### src/rtl/mia_ram.sv
// ----------------------------------------------------------------------------
// mia_ram: generic single-write, single-read RAM
// One write port and one read port with registered read data.
// ----------------------------------------------------------------------------
module mia_ram #(
  parameter int WIDTH = 32,
  parameter int DEPTH = 16
) (
  input  logic                     clk,
  input  logic                     we,
  input  logic [$clog2(DEPTH)-1:0] waddr,
  input  logic [WIDTH-1:0]         wdata,
  input  logic [$clog2(DEPTH)-1:0] raddr,
  output logic [WIDTH-1:0]         rdata
);

  logic [WIDTH-1:0] mem [DEPTH];

  always_ff @(posedge clk) begin
    if (we) begin
      mem[waddr] <= wdata;
    end
    rdata <= mem[raddr];
  end

endmodule

### config.mk
export PLATFORM = sky130hd
export DESIGN_NAME = mia_ram
export DESIGN_NICKNAME = d
export VERILOG_FILES = /design/src/rtl/mia_ram.sv
export SDC_FILE = /design/constraint.sdc
export NUM_CORES = 1
export LEC_CHECK = 0
export ABC_CLOCK_PERIOD_IN_PS = 6990
export BUFFER_PORTS_ARGS = -buffer_cell sky130_fd_sc_hd__buf_2
export CAP_MARGIN = 5
export CORE_MARGIN = 4
export CORE_UTILIZATION = 66
export DETAILED_ROUTE_END_ITERATION = 8
export GPL_TIMING_DRIVEN = 0
export PLACE_DENSITY_LB_ADDON = 0.12
export RECOVER_POWER = 25
export SLEW_MARGIN = 20
export SYNTH_ARGS = -nofsm -noshare
export SYNTH_HDL_FRONTEND = slang
export SYNTH_SLANG_ARGS = --single-unit
export TNS_END_PERCENT = 100
### constraint.sdc
create_clock -name clk -period 6.99 [get_ports clk]
set_input_delay 0.3495 -clock clk [delete_from_list [all_inputs] [get_ports clk]]
set_output_delay 0.3495 -clock clk [all_outputs]
set_load 0.005 [all_outputs]
==> metrics.sh <==
FINALHOLDVIOLATIONS=0
STD_CELL_ROWS=63
CTS.REPORTEDPATHS.CLKPINSLEW_PS=60
AREA_GROWTH_SYN_TO_LAYOUT_PCT=15.81
HOLD_PATH.CLASS='in2reg'
WORST-SLEW-PIN-TRANSITION_PS=970.5
GLOBALROUTEOVERFLOWTOTAL=0
DIE-AREA_SQ_MM=0.03292
CP-END-KIND='flop'
FINALSETUPTNS_PS=0
CRIT_PATH_MAX_FO=8
RUN_STATUS='complete, no violations'
PERIOD_SHARE_PCT=28.42
DRT_VIA_DENSITY=6.713
GRT_PASS1_WL_UM=66700
POST_SYNTH_INSTANCE_AREA_SQ_MM=0.01985
CLOCK_INSERTION_DELAY_WORST_SKEW_PS=550
CRITICAL_PATH_CLASS='in2reg'
SYN-MEAN-INSTANCE-AREA_SQ_UM=23.69
INITIAL_UTIL_PCT=66.99
SLOWEST_STAGE_CELL_ON_THE_CRITICAL_PATH='sky130_fd_sc_hd__nor3_2'
MAPPEDNETLISTNETS=880
CTS_BUFFERS=51
MAXIMUM_LEVEL_OF_THE_CTS_H_TREE=2
PORT_BUFFERS=71
TIMING.CRITICAL_PATH.FROM_TYPE='input pin'
FINAL_NETS=1036
CP.REQUIRED_PS=7250
CTS_SETUP_BUFFERS=0
LARGEST_NET_DEGREE_AT_THE_START_OF_GLOBAL_ROUTING=19
FINALWIRELENGTH_UM=44590
TRITONCTS='done'
WL_PER_CELL_UM=31.24
CTS-RESIZED-GATES=0
FINISH.INSTANCE_AREA_SQ_MM=0.02299
DETAIL_ROUTE.FIRST_PASS.ITERATIONS=5
NUM_VIAS=9580
FINALSETUPVIOLCOUNT=0
POST_DETAILED_ROUTE_COUNT_OF_ANTENNA_VIOLATING_NETS=0
CTS_ROOT_BUFFER='sky130_fd_sc_hd__clkbuf_16'
TIMING.CLOCK.SKEW_PS=10.39
TIMING.HOLD.WS_PS=177.3
FMAX_GHz=0.5034
STATIC-LEAKAGE-POWER_nW=7.443
CP_TOP_FAMILY='simple AND/OR/NAND/NOR gates'
CHIPHEIGHT_UM=181.4
POWER.DENSITY_mW_PER_MM2=294.2
CRITICAL_PATH.N_BUFFERS_INVERTERS=3
CLOCK_SINKS=544
SYNTH-WARNING-COUNT=0
SYNTH-SEQ-CELLS=544
DRT-INITIAL-DRC-COUNT=1147
HPWLAFTERDP_UM=27120
GP_CONGESTION=0.7493
TIMING.CRITICAL_PATH.MODE_CELL='sky130_fd_sc_hd__buf_4'
SLEW_HEADROOM_PCT=35.30
SYNTHDISTINCTLIBCELLS=18
DRC=0
TIMING_MAX_TRANSITION_VIOLATIONS_FINAL=0
GRT_PASS1_VIAS=10250
PLACEABLECOREAREA_SQ_MM=0.02964
SYNTH_SEQ_AREA_SHARE_PCT=80.67
ANTENNA_FOUND_INITIAL=1
POSTLAYOUTCOREUTIL_PCT=77.58
DIE_W_UM=181.4
CLOCKBUFFERDEPTH=3
INSTANCE_AREA_AFTER_PLACEMENT_SQ_MM=0.02132
CAP_VIOLATIONS=0
IR_WORST_VDD_mV=0.2868
IO-PIN-COUNT=74
CRIT_PATH_CELL_TRACE='buf_2 > nand3b_1 > nor3_2 > buf_4 > buf_4'
GRT_SETUP_UNREPAIRED='no'
POST_ROUTE_CELLS_DRIVE_ABOVE_1_SHARE_PCT=31.27
SYN_INST=838
CTS_HOLD_BUFFERS=0
FINAL.MIN_CLOCK_PERIOD_PS=1987
TIMING.CRITICAL_PATH.SLOWEST_CELL_DELAY_PS=810
DP_CELLS=1331
FINAL-INSTANCE-COUNT-EXCL-FILL=1427
GROUTE.USAGE.OVERALL_PCT=27.84
CRIT_ARRIVAL_PS=2250
[cell usage in the layout (no fill, tap or decap), types with 2 or more instances in the layout]
master,n
sky130_fd_sc_hd__nand2b_1,2
sky130_fd_sc_hd__nand2_1,33
sky130_fd_sc_hd__buf_1,9
sky130_fd_sc_hd__buf_4,24
sky130_fd_sc_hd__bufinv_16,5
sky130_fd_sc_hd__clkinv_1,7
sky130_fd_sc_hd__mux4_2,128
sky130_fd_sc_hd__clkinvlp_4,2
sky130_fd_sc_hd__nor2_4,12
sky130_fd_sc_hd__buf_2,54
sky130_fd_sc_hd__dfxtp_1,32
sky130_fd_sc_hd__clkbuf_8,5
sky130_fd_sc_hd__nand3b_1,2
sky130_fd_sc_hd__nor2b_1,2
sky130_fd_sc_hd__clkinv_2,13
sky130_fd_sc_hd__buf_6,7
sky130_fd_sc_hd__clkbuf_1,46
sky130_fd_sc_hd__nor3_2,4
sky130_fd_sc_hd__edfxtp_1,512
sky130_fd_sc_hd__clkbuf_16,53
sky130_fd_sc_hd__buf_16,10
sky130_fd_sc_hd__buf_12,4
sky130_fd_sc_hd__a22oi_1,64
[logic make-up after synthesis]
| kind of cell | Yosys count | share of synthesized area (%) |
|---|---|---|
| mux | 128 | 14.52 |
| flops | 544 | 80.67 |
| simple gates | 59 | 1.273 |
| compound gates | 64 | 2.420 |
| buf+inv | 43 | 1.122 |
[sequential cells by signal, indices dropped and copies added, names as in the netlist]
signal  count
mem       512
rdata      32
[final timing paths]
| path | start | endpoint | slack, ps | depth (start not counted) |
|---|---|---|---|---|
| max | waddr[2] | mem[8][22] | 5000 | 5 |
| min | wdata[2] | mem[8][2] | 180 | 1 |
| max reg2reg | mem[3][11] | rdata[11] | 5500 | 3 |
| min reg2reg | mem[15][4] | rdata[4] | 670 | 3 |
[cell usage after synthesis, drive strengths merged]
cell    number  area (sq um)
nand3b       2         15.01
or3b         1         8.760
a22oi       64         480.5
dfxtp       32         640.6
and2         1         6.260
nor2b        2         12.51
edfxtp     512         15370
clkbuf      17         63.81
nand2       33         123.9
nor2        13         48.80
buf         26         158.9
mux4       128          2883
nand2b       2         12.51
nor3         4         20.02
nand3        1         5.000
[power by group]
part           internal [mW]  leakage (nW)  switching (mW)
Clock                   1.62         0.840            1.14
Combinational          0.137          1.71           0.198
Sequential              3.65          4.89          0.0228
[stage by stage]
stage	power, mW	setup slack [ps]
finish	6.765	5003
global route	6.972	4898
CTS	6.791	5054
detailed placement	4.069	4475
global placement	4.035	955.1
floorplan	3.909	3461
[layer usage]
layer	share of wire, %	track usage (%)
met1	36	37.66
met2	52	46.87
met3	8.0	4.487
met4	4.4	10.84
met5	0.018	0
[cell type report]
cell class | count | area, sq um
Sequential cell | 544 | 16020
Antenna cell | 1 | 2.502
Buffer | 43 | 222.7
Clock inverter | 29 | 274.0
Clock buffer | 66 | 1425
Tap cell | 390 | 488.0
Multi-Input combinational cell | 251 | 3726
Timing Repair Buffer | 103 | 838.3
Fill cell | 1507 | 6646
(Power assumes the default switching activity.)
