==> src/rtl/mia_pkg.sv <==
// ----------------------------------------------------------------------------
// mia_pkg: shared definitions for the adjugate matrix inverse
// Widths, fixed-point constants and the sequencer state type.
// ----------------------------------------------------------------------------
package mia_pkg;

  localparam int MAX_DIM     = 4;
  localparam int FRAC_BITS   = 16;
  localparam int STORE_DEPTH = MAX_DIM * MAX_DIM;
  localparam int ADDR_W      = $clog2(STORE_DEPTH);
  localparam int LCNT_W      = $clog2(STORE_DEPTH + 1);
  localparam int IDX_W       = $clog2(MAX_DIM);
  localparam int DIM_W       = $clog2(MAX_DIM + 1);
  localparam int CFG_W       = 3;
  localparam int OUT_IDX_W   = 2;
  localparam int ELEM_W      = 32;
  localparam int ACC_W       = 64;
  localparam int HALF_W      = 32;
  localparam int SUM_W       = ACC_W + ELEM_W + 1;
  localparam int DVD_W       = ACC_W + FRAC_BITS;
  localparam int DIV_CNT_W   = $clog2(DVD_W + 1);
  localparam int QUO_W       = ELEM_W + 1;

  localparam logic [CFG_W-1:0] CFG_RESET = CFG_W'(4);

  localparam logic signed [ACC_W-1:0] ACC_MAX = {1'b0, {(ACC_W-1){1'b1}}};
  localparam logic signed [ACC_W-1:0] ACC_MIN = {1'b1, {(ACC_W-1){1'b0}}};
  localparam logic signed [ACC_W-1:0] ELEM_MAX_X =
    {{(ACC_W-ELEM_W+1){1'b0}}, {(ELEM_W-1){1'b1}}};
  localparam logic signed [ACC_W-1:0] ELEM_MIN_X =
    {{(ACC_W-ELEM_W+1){1'b1}}, {(ELEM_W-1){1'b0}}};

  typedef enum logic [3:0] {
    ST_LOAD,
    ST_DET_INIT,
    ST_DESCEND,
    ST_LEAF_WAIT,
    ST_RETURN,
    ST_RDELEM,
    ST_MUL_START,
    ST_MUL_WAIT,
    ST_ACC,
    ST_DET_DONE,
    ST_ENTRY,
    ST_COF_DONE,
    ST_DIV_WAIT,
    ST_OUT
  } state_t;

endpackage

==> src/rtl/mia_mulq.sv <==
// ----------------------------------------------------------------------------
// mia_mulq: multi-cycle fixed-point multiplier
// Multiplies a 32-bit element by a 64-bit value on one 32x32 multiplier,
// rounds half away from zero at the fraction point and saturates.
// ----------------------------------------------------------------------------
module mia_mulq (
  input  logic                                clk,
  input  logic                                rst,
  input  logic                                start,
  input  logic signed [mia_pkg::ELEM_W-1:0]   a,
  input  logic signed [mia_pkg::ACC_W-1:0]    b,
  input  logic                                neg,
  output logic                                done,
  output logic signed [mia_pkg::ACC_W-1:0]    prod,
  output logic                                ovf
);
  import mia_pkg::*;

  logic [ELEM_W-1:0]    ua;
  logic [ACC_W-1:0]     ub;
  logic                 negative;
  logic [3:0]           phase;
  logic [ACC_W-1:0]     p0;
  logic [ACC_W-1:0]     p1;
  logic [SUM_W-1:0]     sum;
  logic [HALF_W-1:0]    mb;
  logic [ACC_W-1:0]     mp;
  logic [ACC_W-1:0]     m;
  logic [ACC_W-1:0]     limit;
  logic                 over;
  logic [ACC_W-1:0]     msat;

  assign mb = phase[0] ? ub[HALF_W-1:0] : ub[ACC_W-1:HALF_W];
  assign mp = ACC_W'(ua) * ACC_W'(mb);

  assign m     = sum[FRAC_BITS +: ACC_W];
  assign limit = negative ? ACC_W'(ACC_MIN) : ACC_W'(ACC_MAX);
  assign over  = (sum[SUM_W-1:ACC_W+FRAC_BITS] != '0) || (m > limit);
  assign msat  = over ? limit : m;

  always_ff @(posedge clk) begin
    if (rst) begin
      phase <= '0;
      done  <= 1'b0;
    end else begin
      phase <= {phase[2:0], start};
      done  <= phase[3];
    end
  end

  always_ff @(posedge clk) begin
    if (start) begin
      ua       <= a[ELEM_W-1] ? ELEM_W'(-a) : ELEM_W'(a);
      ub       <= b[ACC_W-1] ? ACC_W'(-b) : ACC_W'(b);
      negative <= (a[ELEM_W-1] ^ b[ACC_W-1]) ^ neg;
    end
    if (phase[0]) begin
      p0 <= mp;
    end
    if (phase[1]) begin
      p1 <= mp;
    end
    if (phase[2]) begin
      sum <= SUM_W'({p1, {HALF_W{1'b0}}}) + SUM_W'(p0) + (SUM_W'(1) << (FRAC_BITS - 1));
    end
    if (phase[3]) begin
      prod <= negative ? -$signed(msat) : $signed(msat);
      ovf  <= over;
    end
  end

endmodule

==> config.mk <==
export PLATFORM = sky130hd
export DESIGN_NAME = mia_mulq
export DESIGN_NICKNAME = d
export VERILOG_FILES = /design/src/rtl/mia_pkg.sv /design/src/rtl/mia_mulq.sv
export SDC_FILE = /design/constraint.sdc
export NUM_CORES = 2
export LEC_CHECK = 0
export BUFFER_PORTS_ARGS = -buffer_cell sky130_fd_sc_hd__buf_2
export CAP_MARGIN = 20
export CORE_ASPECT_RATIO = 1.75
export CORE_UTILIZATION = 43
export CTS_CLUSTER_SIZE = 14
export DETAILED_ROUTE_END_ITERATION = 16
export PLACE_DENSITY = 0.56
export SYNTH_ARGS = -nofsm -noshare
export SYNTH_HDL_FRONTEND = slang
export SYNTH_SLANG_ARGS = --single-unit
export TNS_END_PERCENT = 5
==> constraint.sdc <==
create_clock -name clk -period 14.7 [get_ports clk]
set_input_delay 2.205 -clock clk [delete_from_list [all_inputs] [get_ports clk]]
set_output_delay 2.205 -clock clk [all_outputs]
set_load 0.02 [all_outputs]
==> out/results.ini <==
[status]
status = finished clean

[global_routing]
grt_max_degree = 75
antenna_found_initial = 1
grt_pass1_wl_um = 237000
grt_overflow = 0
grt_pass1_vias = 41260
grt_util_all_layers_pct = 25.13

[yosys]
async_flop_share_pct = 0
syn_nets = 6809
avgSynthCellArea_um2 = 9.752
ys_ff_latch = 361
yosysMostFrequentCell = inv_1
ys_seq_area_share_pct = 20.30
ys_top_cells_by_count = inv_1 (956), fa_1 (896), nand2_1 (604)
ys.warnings.count = 0
synth_edf_count = 356
synth.top_cell.area_share_pct = 33.75
synth.cell_area_um2 = 53150
yosysTopAreaCell = fa_1
syn_inst = 5450
synth_ff_type = edfxtp_1
synthTopCellsByArea = fa_1 (34%), edfxtp_1 (20%), ha_1 (8.5%)
synth_cell_types = 78

[layout]
fillerInstances = 11850
diodes = 0
area_growth_pct = 6.672
drive_gt1_share_pct = 6.067
final_net_count = 6802
stdcell_count = 7106

[die]
pin_count = 166
die_area_um2 = 125100
initial_core_util_pct = 43.38
die_x_um = 267.8
die_h_um = 467.1
core_area_um2 = 122500
row_count = 170

[sta]
setup_viol = 0
slew_headroom_pct = 27.97
rsz0062_at_grt = false
hold_viol = 0
timing.fmax_mhz = 102.8
min_period_over_period_pct = 66.15
tightest_slew_ns = 1.071
fin_ws_ns = 4.975
fin_setup_tns_ns = 0
fin_crit_ns = 9.725
drv_slew = 0
final.setup_skew_ns = 0.02194
whs_ns = 0.5644

[clocking]
numCtsBuffers = 38
clk_latency_ns = 0.59
holdBufCountCts = 0
cts_resized = 0
clkTransAtPathRegs_ns = 0.06
clockBufferDepth = 3
h-tree-depth = 2
cts_setup_buffers = 0
cts_root_buffer = clkbuf_16
clkSinkCount = 361
cts_tree = done

[job]
cap_violations = 0

[critical_path]
critPathLaunchType = register
crit_required_ns = 15.02
crit_arrival_ns = 10.05
crit_fanout = 33
worst_setup_path_end_kind = register
crit_type = register to register

[route]
drt-vias-per-instance = 5.378
ant_nets = 0
avgRoutedWirePerCell_um = 21.51
route.vias.total = 38220
dr.pass1.iters = 7
drc_errors = 0
routed_wl_um = 152900
drt_iter0_drc = 2337

[place]
place_hpwl_um = 120200
dp_slack_ns = 4.877
port-buffer-count = 165
dp.cells = 7037
gp_congestion = 0.9051

[worst_hold_path]
hold_path.class = register to register

[critical path: stages, from the launching register on]
cell and delay (ns):
dfxtp_4 0.69, mux2_2 0.64, and2_1 0.28, fa_1 0.49, fa_1 0.51, inv_1 0.05
fa_1 0.50, fa_1 0.54, inv_1 0.04, ha_1 0.28, ha_1 0.32, fa_1 0.54
inv_1 0.05, fa_1 0.52, inv_1 0.05, ha_1 0.34, o21ai_0 0.45, nor3_1 0.12
a2bb2oi_1 0.34, o221ai_1 0.29, a221oi_1 0.84, nand3_1 0.35, a31oi_1 0.50, o21ai_1 0.27
nor4_1 0.33, nor3_1 0.10
[routing by layer]
layer | GRT usage, % | share of wire (%)
met5 | 0 | 0.0059
met2 | 47.53 | 54
met3 | 2.622 | 3.9
met1 | 26.48 | 36
met4 | 14.89 | 6.8
[sequential cells by signal, indices dropped and copies added, names as in the netlist]
signal    count
phase         4
sum          81
p0           49
ub           64
done          1
ua           32
prod         64
negative      1
p1           64
ovf           1
[layout by cell type, fill, tap and decap left out, types with 7 or more instances in the layout]
| master | count |
|---|---|
| clkinv_1 | 8 |
| nand2_1 | 604 |
| and3_1 | 27 |
| o21a_1 | 17 |
| nor2_1 | 121 |
| o21bai_1 | 19 |
| ha_1 | 363 |
| a211oi_1 | 16 |
| nor4_1 | 35 |
| clkbuf_1 | 10 |
| nand2b_1 | 29 |
| o21ai_0 | 146 |
| or4_1 | 19 |
| nand3_1 | 68 |
| o211ai_1 | 11 |
| nor3_1 | 60 |
| or3_1 | 36 |
| buf_4 | 57 |
| and4_1 | 13 |
| nor2b_1 | 103 |
| mux2_2 | 29 |
| and2_1 | 513 |
| edfxtp_1 | 356 |
| xnor2_1 | 187 |
| o21ai_1 | 23 |
| inv_1 | 955 |
| o41ai_1 | 19 |
| fa_1 | 896 |
| xor2_1 | 45 |
| a31oi_1 | 24 |
| a21oi_1 | 172 |
| buf_2 | 164 |
| a21o_1 | 74 |
| clkbuf_16 | 39 |
| o22a_1 | 7 |
| a221oi_1 | 7 |
| o31ai_1 | 32 |
| nand4_1 | 43 |
[path summary, 6_finish.rpt]
| check | startpoint | end | slack (ns) | depth (start not counted) |
|---|---|---|---|---|
| worst max register to register | phase[0] | p0[63] | 4.98 | 25 |
| worst min-delay path | p1[50] | sum[82] | 0.56 | 1 |
| worst min register to register | p1[50] | sum[82] | 0.56 | 1 |
| worst max-delay path | phase[0] | p0[63] | 4.98 | 25 |
[final cells by class]
class / instances / area, um2 / share of cell area (%)
inverter: 957 / 3592 / 6.336
timing repair buffer: 222 / 1260 / 2.222
tap: 1634 / 2044 / 3.606
multi-input combinational: 3863 / 37800 / 66.68
clock inverter: 20 / 178.9 / 0.3156
sequential: 361 / 10800 / 19.05
clock buffer: 49 / 1013 / 1.788
[kinds of logic (layout without fill, tap and decap cells)]
group / count (synthesis) / in the layout / synth area share, %
adders and majority gates: 1259 / 1259 / 42.30
AOI/OAI and AO/OA: 627 / 627 / 7.456
buffers and inverters: 1226 / 1248 / 8.659
DFF: 361 / 361 / 20.30
muxes: 38 / 38 / 0.7840
xor gates and xnor gates: 232 / 232 / 3.823
and+or+nand+nor: 1707 / 1707 / 16.68
[stage by stage]
stage          instance area, um2  utilization, %
5_1_grt                     56690           46.27
6_report                    56690           46.27
4_1_cts                     56690           46.27
2_1_floorplan               53150               -
3_3_place_gp                55490           45.29
3_5_place_dp                55500           45.30
Power is left out: the tool's default activity adds up to more than one toggle a clock period on the data nets, which glitch-free logic cannot reach.
