## config.mk

```make
export PLATFORM = sky130hd
export DESIGN_NAME = mia_divq
export DESIGN_NICKNAME = d
export VERILOG_FILES = /design/src/rtl/mia_pkg.sv /design/src/rtl/mia_divq.sv
export SDC_FILE = /design/constraint.sdc
export NUM_CORES = 1
export LEC_CHECK = 0
export BUFFER_PORTS_ARGS = -buffer_cell sky130_fd_sc_hd__buf_2
export CORE_UTILIZATION = 60
export CTS_CLUSTER_DIAMETER = 50
export CTS_CLUSTER_SIZE = 10
export DETAILED_ROUTE_END_ITERATION = 8
export GPL_TIMING_DRIVEN = 0
export HOLD_SLACK_MARGIN = 0.02
export PLACE_DENSITY = 0.83
export SLEW_MARGIN = 20
export SYNTH_ARGS = -nofsm -noshare
export SYNTH_HDL_FRONTEND = slang
export SYNTH_SLANG_ARGS = --single-unit
export TNS_END_PERCENT = 100
```

## constraint.sdc

```tcl
create_clock -name clk -period 22 [get_ports clk]
set_clock_uncertainty 0.2 [all_clocks]
set_input_delay 2.2 -clock clk [delete_from_list [all_inputs] [get_ports clk]]
set_output_delay 2.2 -clock clk [all_outputs]
set_load 0.02 [all_outputs]
```

## src/rtl/mia_pkg.sv

```systemverilog
// ----------------------------------------------------------------------------
// mia_pkg: shared definitions for the adjugate matrix inverse
// Widths, fixed-point constants and the sequencer state type.
// ----------------------------------------------------------------------------
package mia_pkg;

  localparam int MAX_DIM     = 4;
  localparam int FRAC_BITS   = 16;
  localparam int STORE_DEPTH = MAX_DIM * MAX_DIM;
  localparam int ADDR_W      = $clog2(STORE_DEPTH);
  localparam int LCNT_W      = $clog2(STORE_DEPTH + 1);
  localparam int IDX_W       = $clog2(MAX_DIM);
  localparam int DIM_W       = $clog2(MAX_DIM + 1);
  localparam int CFG_W       = 3;
  localparam int OUT_IDX_W   = 2;
  localparam int ELEM_W      = 32;
  localparam int ACC_W       = 64;
  localparam int HALF_W      = 32;
  localparam int SUM_W       = ACC_W + ELEM_W + 1;
  localparam int DVD_W       = ACC_W + FRAC_BITS;
  localparam int DIV_CNT_W   = $clog2(DVD_W + 1);
  localparam int QUO_W       = ELEM_W + 1;

  localparam logic [CFG_W-1:0] CFG_RESET = CFG_W'(4);

  localparam logic signed [ACC_W-1:0] ACC_MAX = {1'b0, {(ACC_W-1){1'b1}}};
  localparam logic signed [ACC_W-1:0] ACC_MIN = {1'b1, {(ACC_W-1){1'b0}}};
  localparam logic signed [ACC_W-1:0] ELEM_MAX_X =
    {{(ACC_W-ELEM_W+1){1'b0}}, {(ELEM_W-1){1'b1}}};
  localparam logic signed [ACC_W-1:0] ELEM_MIN_X =
    {{(ACC_W-ELEM_W+1){1'b1}}, {(ELEM_W-1){1'b0}}};

  typedef enum logic [3:0] {
    ST_LOAD,
    ST_DET_INIT,
    ST_DESCEND,
    ST_LEAF_WAIT,
    ST_RETURN,
    ST_RDELEM,
    ST_MUL_START,
    ST_MUL_WAIT,
    ST_ACC,
    ST_DET_DONE,
    ST_ENTRY,
    ST_COF_DONE,
    ST_DIV_WAIT,
    ST_OUT
  } state_t;

endpackage

```

## src/rtl/mia_divq.sv

```systemverilog
// ----------------------------------------------------------------------------
// mia_divq: serial fixed-point divider
// Restoring division of a cofactor shifted by the fraction bits by the
// determinant, one quotient bit per cycle, rounded and saturated to 32 bits.
// ----------------------------------------------------------------------------
module mia_divq (
  input  logic                                clk,
  input  logic                                rst,
  input  logic                                start,
  input  logic signed [mia_pkg::ACC_W-1:0]    num,
  input  logic signed [mia_pkg::ACC_W-1:0]    den,
  output logic                                done,
  output logic signed [mia_pkg::ELEM_W-1:0]   quo,
  output logic                                ovf
);
  import mia_pkg::*;

  logic [ACC_W-1:0]     ud;
  logic [DVD_W-1:0]     dvd;
  logic [ACC_W-1:0]     rem;
  logic [QUO_W-1:0]     q;
  logic                 big;
  logic                 negative;
  logic                 busy;
  logic                 fin;
  logic [DIV_CNT_W-1:0] cnt;
  logic [ACC_W:0]       rem_sh;
  logic                 ge;
  logic [ACC_W:0]       rem_sub;
  logic                 rnd;
  logic [QUO_W:0]       qr;
  logic [QUO_W:0]       lim;
  logic                 over;
  logic [QUO_W:0]       qsat;

  assign rem_sh  = {rem, dvd[DVD_W-1]};
  assign ge      = rem_sh >= {1'b0, ud};
  assign rem_sub = rem_sh - {1'b0, ud};

  assign rnd  = {rem, 1'b0} >= {1'b0, ud};
  assign qr   = {1'b0, q} + (QUO_W+1)'(rnd);
  assign lim  = negative ? ((QUO_W+1)'(1) << (ELEM_W - 1))
                         : ((QUO_W+1)'(1) << (ELEM_W - 1)) - (QUO_W+1)'(1);
  assign over = big || (qr > lim);
  assign qsat = over ? lim : qr;

  always_ff @(posedge clk) begin
    if (rst) begin
      busy <= 1'b0;
      fin  <= 1'b0;
      done <= 1'b0;
    end else begin
      done <= fin;
      fin  <= 1'b0;
      if (start) begin
        busy <= 1'b1;
      end else if (busy && cnt == DIV_CNT_W'(1)) begin
        busy <= 1'b0;
        fin  <= 1'b1;
      end
    end
  end

  always_ff @(posedge clk) begin
    if (start) begin
      ud       <= den[ACC_W-1] ? ACC_W'(-den) : ACC_W'(den);
      dvd      <= {(num[ACC_W-1] ? ACC_W'(-num) : ACC_W'(num)), {FRAC_BITS{1'b0}}};
      rem      <= '0;
      q        <= '0;
      big      <= 1'b0;
      negative <= num[ACC_W-1] ^ den[ACC_W-1];
      cnt      <= DIV_CNT_W'(DVD_W);
    end else if (busy) begin
      rem <= ge ? rem_sub[ACC_W-1:0] : rem_sh[ACC_W-1:0];
      dvd <= dvd << 1;
      cnt <= cnt - DIV_CNT_W'(1);
      if (q[QUO_W-1]) begin
        big <= 1'b1;
      end else begin
        q <= {q[QUO_W-2:0], ge};
      end
    end
    if (fin) begin
      quo <= negative ? -$signed(qsat[ELEM_W-1:0]) : $signed(qsat[ELEM_W-1:0]);
      ovf <= over;
    end
  end

endmodule

```

==> metrics.md, run 1 <==
| Metric | Value |
|---|---|
| Run status | complete, no violations |
| CTS Hold Bufs | 0 |
| Clock slew at reported path FFs | about 0.050 ns |
| Final worst path period need | approximately 11 ns |
| WP data arrival | around 11 ns |
| Data required, critical path | around 22 ns |
| Fillers | 2629 |
| Die area | 32800 µm² |
| I/O Buffers | about 160 |
| Sequential fraction of the synthesis area | about 36% |
| CP most frequent cell | ha_1 |
| CTS tree | yes |
| Via count | roughly 18000 |
| Layout cells sized above 1 | approximately a tenth |
| Rel. slew slack | between 20% and 30% |
| Final HPWL DP | about 40 mm |
| Clk root buf | clkbuf_16 |
| Number of max-cap violations | 0 |
| Post-synth EDFFs | between 150 and 200 |
| Non-filler instance count after layout | just under 3000 |
| First-pass GRT wire length | 86.7 mm |
| Yosys top cell area share | between 20% and 30% |
| Post-synthesis cell type count | 76 |
| Pleak | just under 9 nW |
| Vias in the first global route | 17400 |
| Slowest cell on crit path | nor3_1 |
| Congestion Overflow GR | 0 |
| Crit path kind | reg -> reg |
| Post-synth top flop | edfxtp_1 |
| Crit-path leading delay family | simple AND/OR/NAND/NOR gates |
| Final Cell Area | approximately 22000 µm² |
| Max-slew violation count | 0 |
| Layout area overhead | 13.3% |
| Placement Rows | 65 |
| Synth area leader | edfxtp_1 |
| GRT Util Overall | 32.2% |
| CP max stage delay | roughly 0.78 ns |
| FMAX | 93.5 MHz |
| #FFs+latches synth | 270 |
| Hold Vio Cnt, Final | 0 |
| Pin slew with the least headroom to its limit | about 1.1 ns |
| Antenna-violating nets left | 0 |
| Syn_area_per_cell | 8.39 µm² |
| Cell count after synthesis | roughly 2300 |
| Synth top cells by count | a21oi_1 (255), nor2_1 (233), nand2_1 (209) |
| CTS max path bufs | 3 |
| Die Wd | approximately 180 µm |
| Largest net degree at the start of global routing | 64 |
| Core ar. | ~32000 µm² |
| RSZ-0062 raised after global routing | no |
| TritonRoute pass-1 iters | 6 |
| Asr flop ratio synth | 0% |
| CTS Sinks | 270 |
| CP startpoint kind | register |
| Post-synthesis cell area | between 15000 and 20000 µm² |
| Chip Height | between 150 and 200 µm |
| Total CTS buffers | 37 |
| Final period util | about half |
| Worst path bufs/invs | 5 |
| Hold Path Class | reg -> reg |
| DP Worst Slack | about 12 ns |
| Routed WL | about 53 mm |
| Critical path capture point type | register |
| Critical-path maximum fanout | 10 |
| Syn Nets | around 2500 |
| H-tree depth | 2 |
| Synth area leaders | edfxtp_1 (25%), dfxtp_1 (11%), ha_1 (6.7%) |
| Placed Cells | about 2900 |
| Final #Nets | between 2000 and 3000 |
| WL/cell | roughly 18 µm |
| Vias per cell | between 6 and 7 |
| Final setup viols | 0 |
| Worst-Skew Late Latency | between 0.5 and 0.6 ns |
| Placed inst area | 20600 µm² |
| Final setup margin | 11.31 ns |
| RePlAce Congestion | between 0.9 and 1 |
| Post-CTS Setup Bufs | 0 |
| Initial Util | between 60% and 70% |
| PD cells | 72.0 nW/µm² |
| Most frequent cell after synthesis | a21oi_1 |
| Initial DRC count | between 1500 and 2000 |
| Drt drc | 0 |
| Post-CTS Resized | 0 |
| Peak supply drop | approximately 0.065 mV |
| Yosys warns | 0 |
| IO Pins | 165 |
| Final TNS setup | 0 ns |
| Initial antenna violation count | 1 |
[final timing paths]
check | from | end | slack (ns) | cells past startpoint
worst max-delay path | ud[37] | quo[30] | 11.31 | 35
worst min-delay path | q[21] | q[22] | 0.30 | 2
worst max register to register | ud[37] | quo[30] | 11.31 | 35
worst min register to register | q[21] | q[22] | 0.30 | 2
[kinds of logic after synthesis]
family,after synthesis,synth area share (%)
compound gates,674,21.8
xor+xnor,218,9.92
fa+ha+maj,104,6.80
buf+inv,254,5.00
flops,270,36.5
mux,29,1.53
simple gates,745,18.5
[sequential cells by signal (all words and copies together), names as in the netlist]
name / count
cnt: 7
ovf: 1
dvd: 64
ud: 64
q: 33
big: 1
quo: 32
negative: 1
fin: 1
done: 1
rem: 64
busy: 1
[layout by cell type, fill, tap and decap left out, drive strengths merged, types with 24 or more instances in the layout]
cell type,netlist,routed
buf,11,176
nand3,40,40
clkbuf,122,177
or4,24,24
nand2,209,209
ha,103,103
nor2,233,233
a21o,40,40
nand4,34,34
a211oi,50,50
dfxtp,108,108
mux2i,25,25
xor2,102,102
nor3,47,47
edfxtp,162,162
inv,119,122
a21oi,255,255
or3,34,34
o31ai,43,43
xnor2,116,116
o21ai,137,137
[metal layers]
layer	up-vias	GRT usage, %	routed length (µm)
met4	0	12.4	1750
li1	8731	-	-
met1	8474	43.9	23500
met2	791	51.9	24000
met3	129	4.47	4150
met5	-	0	0
[worst min-delay path, stage by stage, from the launching register on]
cell,delay (ns)
dfxtp_1,0.34
nand2_1,0.06
a21oi_1,0.05
[area by class of cell]
class	count	area (µm²)	share of cell area [%]
Multi-Input combinational cell	1770	11300	51.7
Sequential cell	270	7030	32.2
Clock buffer	55	1020	4.70
Timing Repair Buffer	165	876	4.02
Buffer	133	509	2.34
Tap cell	402	503	2.31
Inverter	121	457	2.09
Clock inverter	11	144	0.660
Antenna cell	1	2.50	0.0115
[power breakdown]
| part | internal (mW) | total, mW | switching, mW |
|---|---|---|---|
| sequential | 0.584 | 0.603 | 0.0193 |
| clock | 0.349 | 0.572 | 0.223 |
| combinational | 0.146 | 0.396 | 0.250 |
[stage by stage]
stage / power, mW / hold slack [ns] / util (%)
after floorplan: 0.883 / 0.245 / -
after global placement: 0.984 / 0.277 / 65.2
after detailed placement: 0.996 / 0.285 / 65.4
after CTS: 1.57 / 0.302 / 69.1
after global routing: 1.64 / 0.322 / 69.1
final: 1.57 / 0.298 / 69.1
(Power assumes the default switching activity.)
==> run 2: changes to the inputs <==
- ABC_AREA: not set -> 1
- CORE_UTILIZATION: 60 -> 56
- PLACE_DENSITY: 0.83 -> 0.81
- clock period: 22 -> 9.4 ns (I/O delays scaled with it)
==> metrics.md, run 2 <==
| Metric | Value |
|---|---|
| Run status | finished with violations |
| Violated checks | DRC |
| Initial antenna violation count | 0 |
| CP most frequent cell | nand2_1 |
| Initial Util | roughly 57% |
| Clock slew at reported path FFs | 0.05 ns |
| Syn_area_per_cell | approximately 7.2 µm² |
| RR Startpoint | ud[56] |
| Worst Setup SP | ud[56] |
| Synth Area in Compound Gates | between 10 and 15% |
| Net Sw Power | ~1.1 mW |
| Sequential fraction of the synthesis area | 34.3% |
| Post-CTS Setup Bufs | 0 |
| PD cells | 152 nW/µm² |
| Final HPWL DP | 49.3 mm |
| Final #Nets | ~3300 |
| Post-CTS Resized | 0 |
| Data required, critical path | 9.49 ns |
| Commonest non-fill, non-tap cell in the layout | nand2_1 |
| Final setup viols | 0 |
| Syn Nets | a little over 3000 |
| IO Pins | between 150 and 200 |
| Largest regs | dvd: 64 flops, rem: 64 flops, ud: 64 flops |
| First-pass GRT wire length | roughly 100 mm |
| Drt drc | 6 |
| Critical-path maximum fanout | 10 |
| Asr flop ratio synth | 0% |
| H-tree depth | 2 |
| RSZ-0062 raised after global routing | no |
| Post-synth top flop | edfxtp_1 |
| Slack of the worst reg-to-reg path | between 1 and 1.5 ns |
| CTS Hold Bufs | 0 |
| Die area | between 30000 and 40000 µm² |
| Crit path kind | reg -> reg |
| Die Wd | ~190 µm |
| Sw frac | 31.4% |
| CTS max path bufs | 3 |
| Core ar. | around 36000 µm² |
| CP startpoint kind | register |
| Vias per cell | around 5.7 |
| Final worst path period need | 8.16 ns |
| Hold Vio Cnt, Final | 0 |
| WP data arrival | ~8.3 ns |
| CP max stage delay | 0.54 ns |
| Placement Rows | around 70 |
| #FFs+latches synth | 270 |
| TritonRoute pass-1 iters | 8 |
| R2R Path End | quo[10] |
| Synth area leader | edfxtp_1 |
| Worst hold slack | 0.273 ns |
| Largest net degree at the start of global routing | 62 |
| Hold Path Class | reg -> reg |
| Routed WL | between 60 and 70 mm |
| Max-slew violation count | 0 |
| Congestion Overflow GR | 0 |
| Logic gate share of total power | 21.5% |
| Total CTS buffers | 39 |
| Clock power share | 38.8% |
| Final core occ | 64.7% |
| Pleak | approximately 10 nW |
| Cell count after synthesis | ~2900 |
| Final period util | 86.8% |
| Most frequent cells in the layout | nand2_1 (581), inv_1 (391), nor2_1 (343) |
| DP Worst Slack | 1.39 ns |
| CTS tree | yes |
| FMAX | about 120 MHz |
| Seq pwr share | around 40% |
| Hold Path End | rem[61] |
| Reg2reg path depth | between 40 and 50 |
| Most frequent cell after synthesis | nand2_1 |
| Placed Cells | around 3500 |
| Synth area leaders | edfxtp_1 (24%), nand2_1 (11%), dfxtp_1 (11%) |
| Fillers | 3271 |
| Slowest cell on crit path | o41ai_1 |
| Clk root buf | clkbuf_16 |
| CTS Sinks | between 200 and 300 |
| Final TNS setup | 0 ns |
| Non-filler instance count after layout | around 3500 |
| Worst-Skew Late Latency | about 0.56 ns |
| WL/cell | between 15 and 20 µm |
| Adder-cell share of the synthesized area | approximately 6.4% |
| GRT Util Overall | about a third |
| Antenna-violating nets left | 0 |
| P_int | 2.42 mW |
| Post-synth EDFFs | between 150 and 200 |
| Post-synthesis simple-gate area fraction | a little over a quarter |
| RePlAce Congestion | 1.04 |
| Number of max-cap violations | 0 |
| Synth top cells by count | nand2_1 (581), inv_1 (391), nor2_1 (343) |
| Post-synthesis cell type count | 56 |
| Initial DRC count | 2146 |
| Yosys warns | 0 |
| I/O Buffers | approximately 160 |
| Layout area overhead | 13.0% |
| Mux contribution to synthesized area | 0.0488% |
| Hold_sp | rem[61] |
| Vias in the first global route | a little under 20000 |
| Hold Path Cell Cnt | 2 |
| Rel. slew slack | between 30% and 40% |
| Post-Synth XOR/XNOR Area | under 10% |
| Final setup margin | ~1.2 ns |
| Via count | about 20000 |
| Peak supply drop | ~0.18 mV |
| N_diodes | 0 |
| Chip Height | between 150 and 200 µm |
| Yosys top cell area share | a little under a quarter |
| Critical path capture point type | register |
| Layout cells sized above 1 | under 10% |
| Post-synthesis cell area | a little over 20000 µm² |
| Pin slew with the least headroom to its limit | roughly 1.0 ns |
| Largest family of logic cells by synthesized area | simple AND/OR/NAND/NOR gates |
## run 2: cell types whose count changed after synthesis, sizes merged, moves of 29 or more
cell,delta
a211oi,-48
a21o,-29
a21oi,-95
clkbuf,-58
inv,+281
nand2,+377
nand3,+115
nor2,+121
o211ai,+42
o21ai,+88
o31ai,-37
or3,-34
xnor2,-50
xor2,+32
## run 2: critical path, delay by kind of cell, from the launching register on
kind / cells / cell delay [ns]
and+or+nand+nor: 32 / 3.86
adders and majority gates: 5 / 1.34
buffers and inverters: 9 / 1.11
AOI/OAI and AO/OA: 2 / 0.77
DFF: 1 / 0.32
xor gates and xnor gates: 1 / 0.29
## run 2: cell type report
| class | instances | area [µm²] | area share (%) |
|---|---|---|---|
| clock buffer | 54 | 1040 | 4.50 |
| timing repair buffer | 166 | 888 | 3.83 |
| inverter | 400 | 1500 | 6.48 |
| clock inverter | 17 | 153 | 0.659 |
| buffer | 82 | 355 | 1.53 |
| sequential | 270 | 7030 | 30.3 |
| multi-input combinational | 2099 | 11600 | 50.2 |
| tap | 461 | 577 | 2.49 |
## run 2: worst max-delay path by stage
stage	endpoint	depth (start not counted)	slack (ns)
finish	quo[10]	49	1.24
global route	quo[10]	49	0.47
CTS	quo[10]	49	1.36
detailed placement	quo[10]	49	1.39
global placement	quo[10]	49	1.59
floorplan	quo[30]	51	3.17
## run 2: power groups by stage
stage	Sequential [mW]	Combinational [mW]	Clock [mW]
floorplan	1.41	0.517	0
global placement	1.42	0.719	0
detailed placement	1.42	0.745	0
CTS	1.40	0.749	1.39
global route	1.41	0.851	1.43
finish	1.40	0.759	1.37
## run 2: through the flow
stage,instance area (µm²),power (mW)
5_1_grt,23200,3.68
3_5_place_dp,22000,2.17
3_3_place_gp,21900,2.14
4_1_cts,23200,3.53
2_1_floorplan,20500,1.93
6_report,23200,3.53
## run 2: layer usage
layer | wire length, µm | up-vias | track usage (%) | share of wire (%)
met4 | 1900 | 0 | 11.4 | 3.0
met1 | 27900 | 9349 | 46.4 | 45
met3 | 5320 | 130 | 5.74 | 8.5
met2 | 27500 | 906 | 52.2 | 44
li1 | - | 9924 | - | -
met5 | 0 | - | 0 | 0
## run 2: kinds of logic (layout without fill, tap and decap cells)
group	Yosys count	in the layout
fa+ha+maj	104	104
xor+xnor	200	200
flops	270	270
simple gates	1260	1260
mux	1	1
buf+inv	482	719
compound gates	534	534
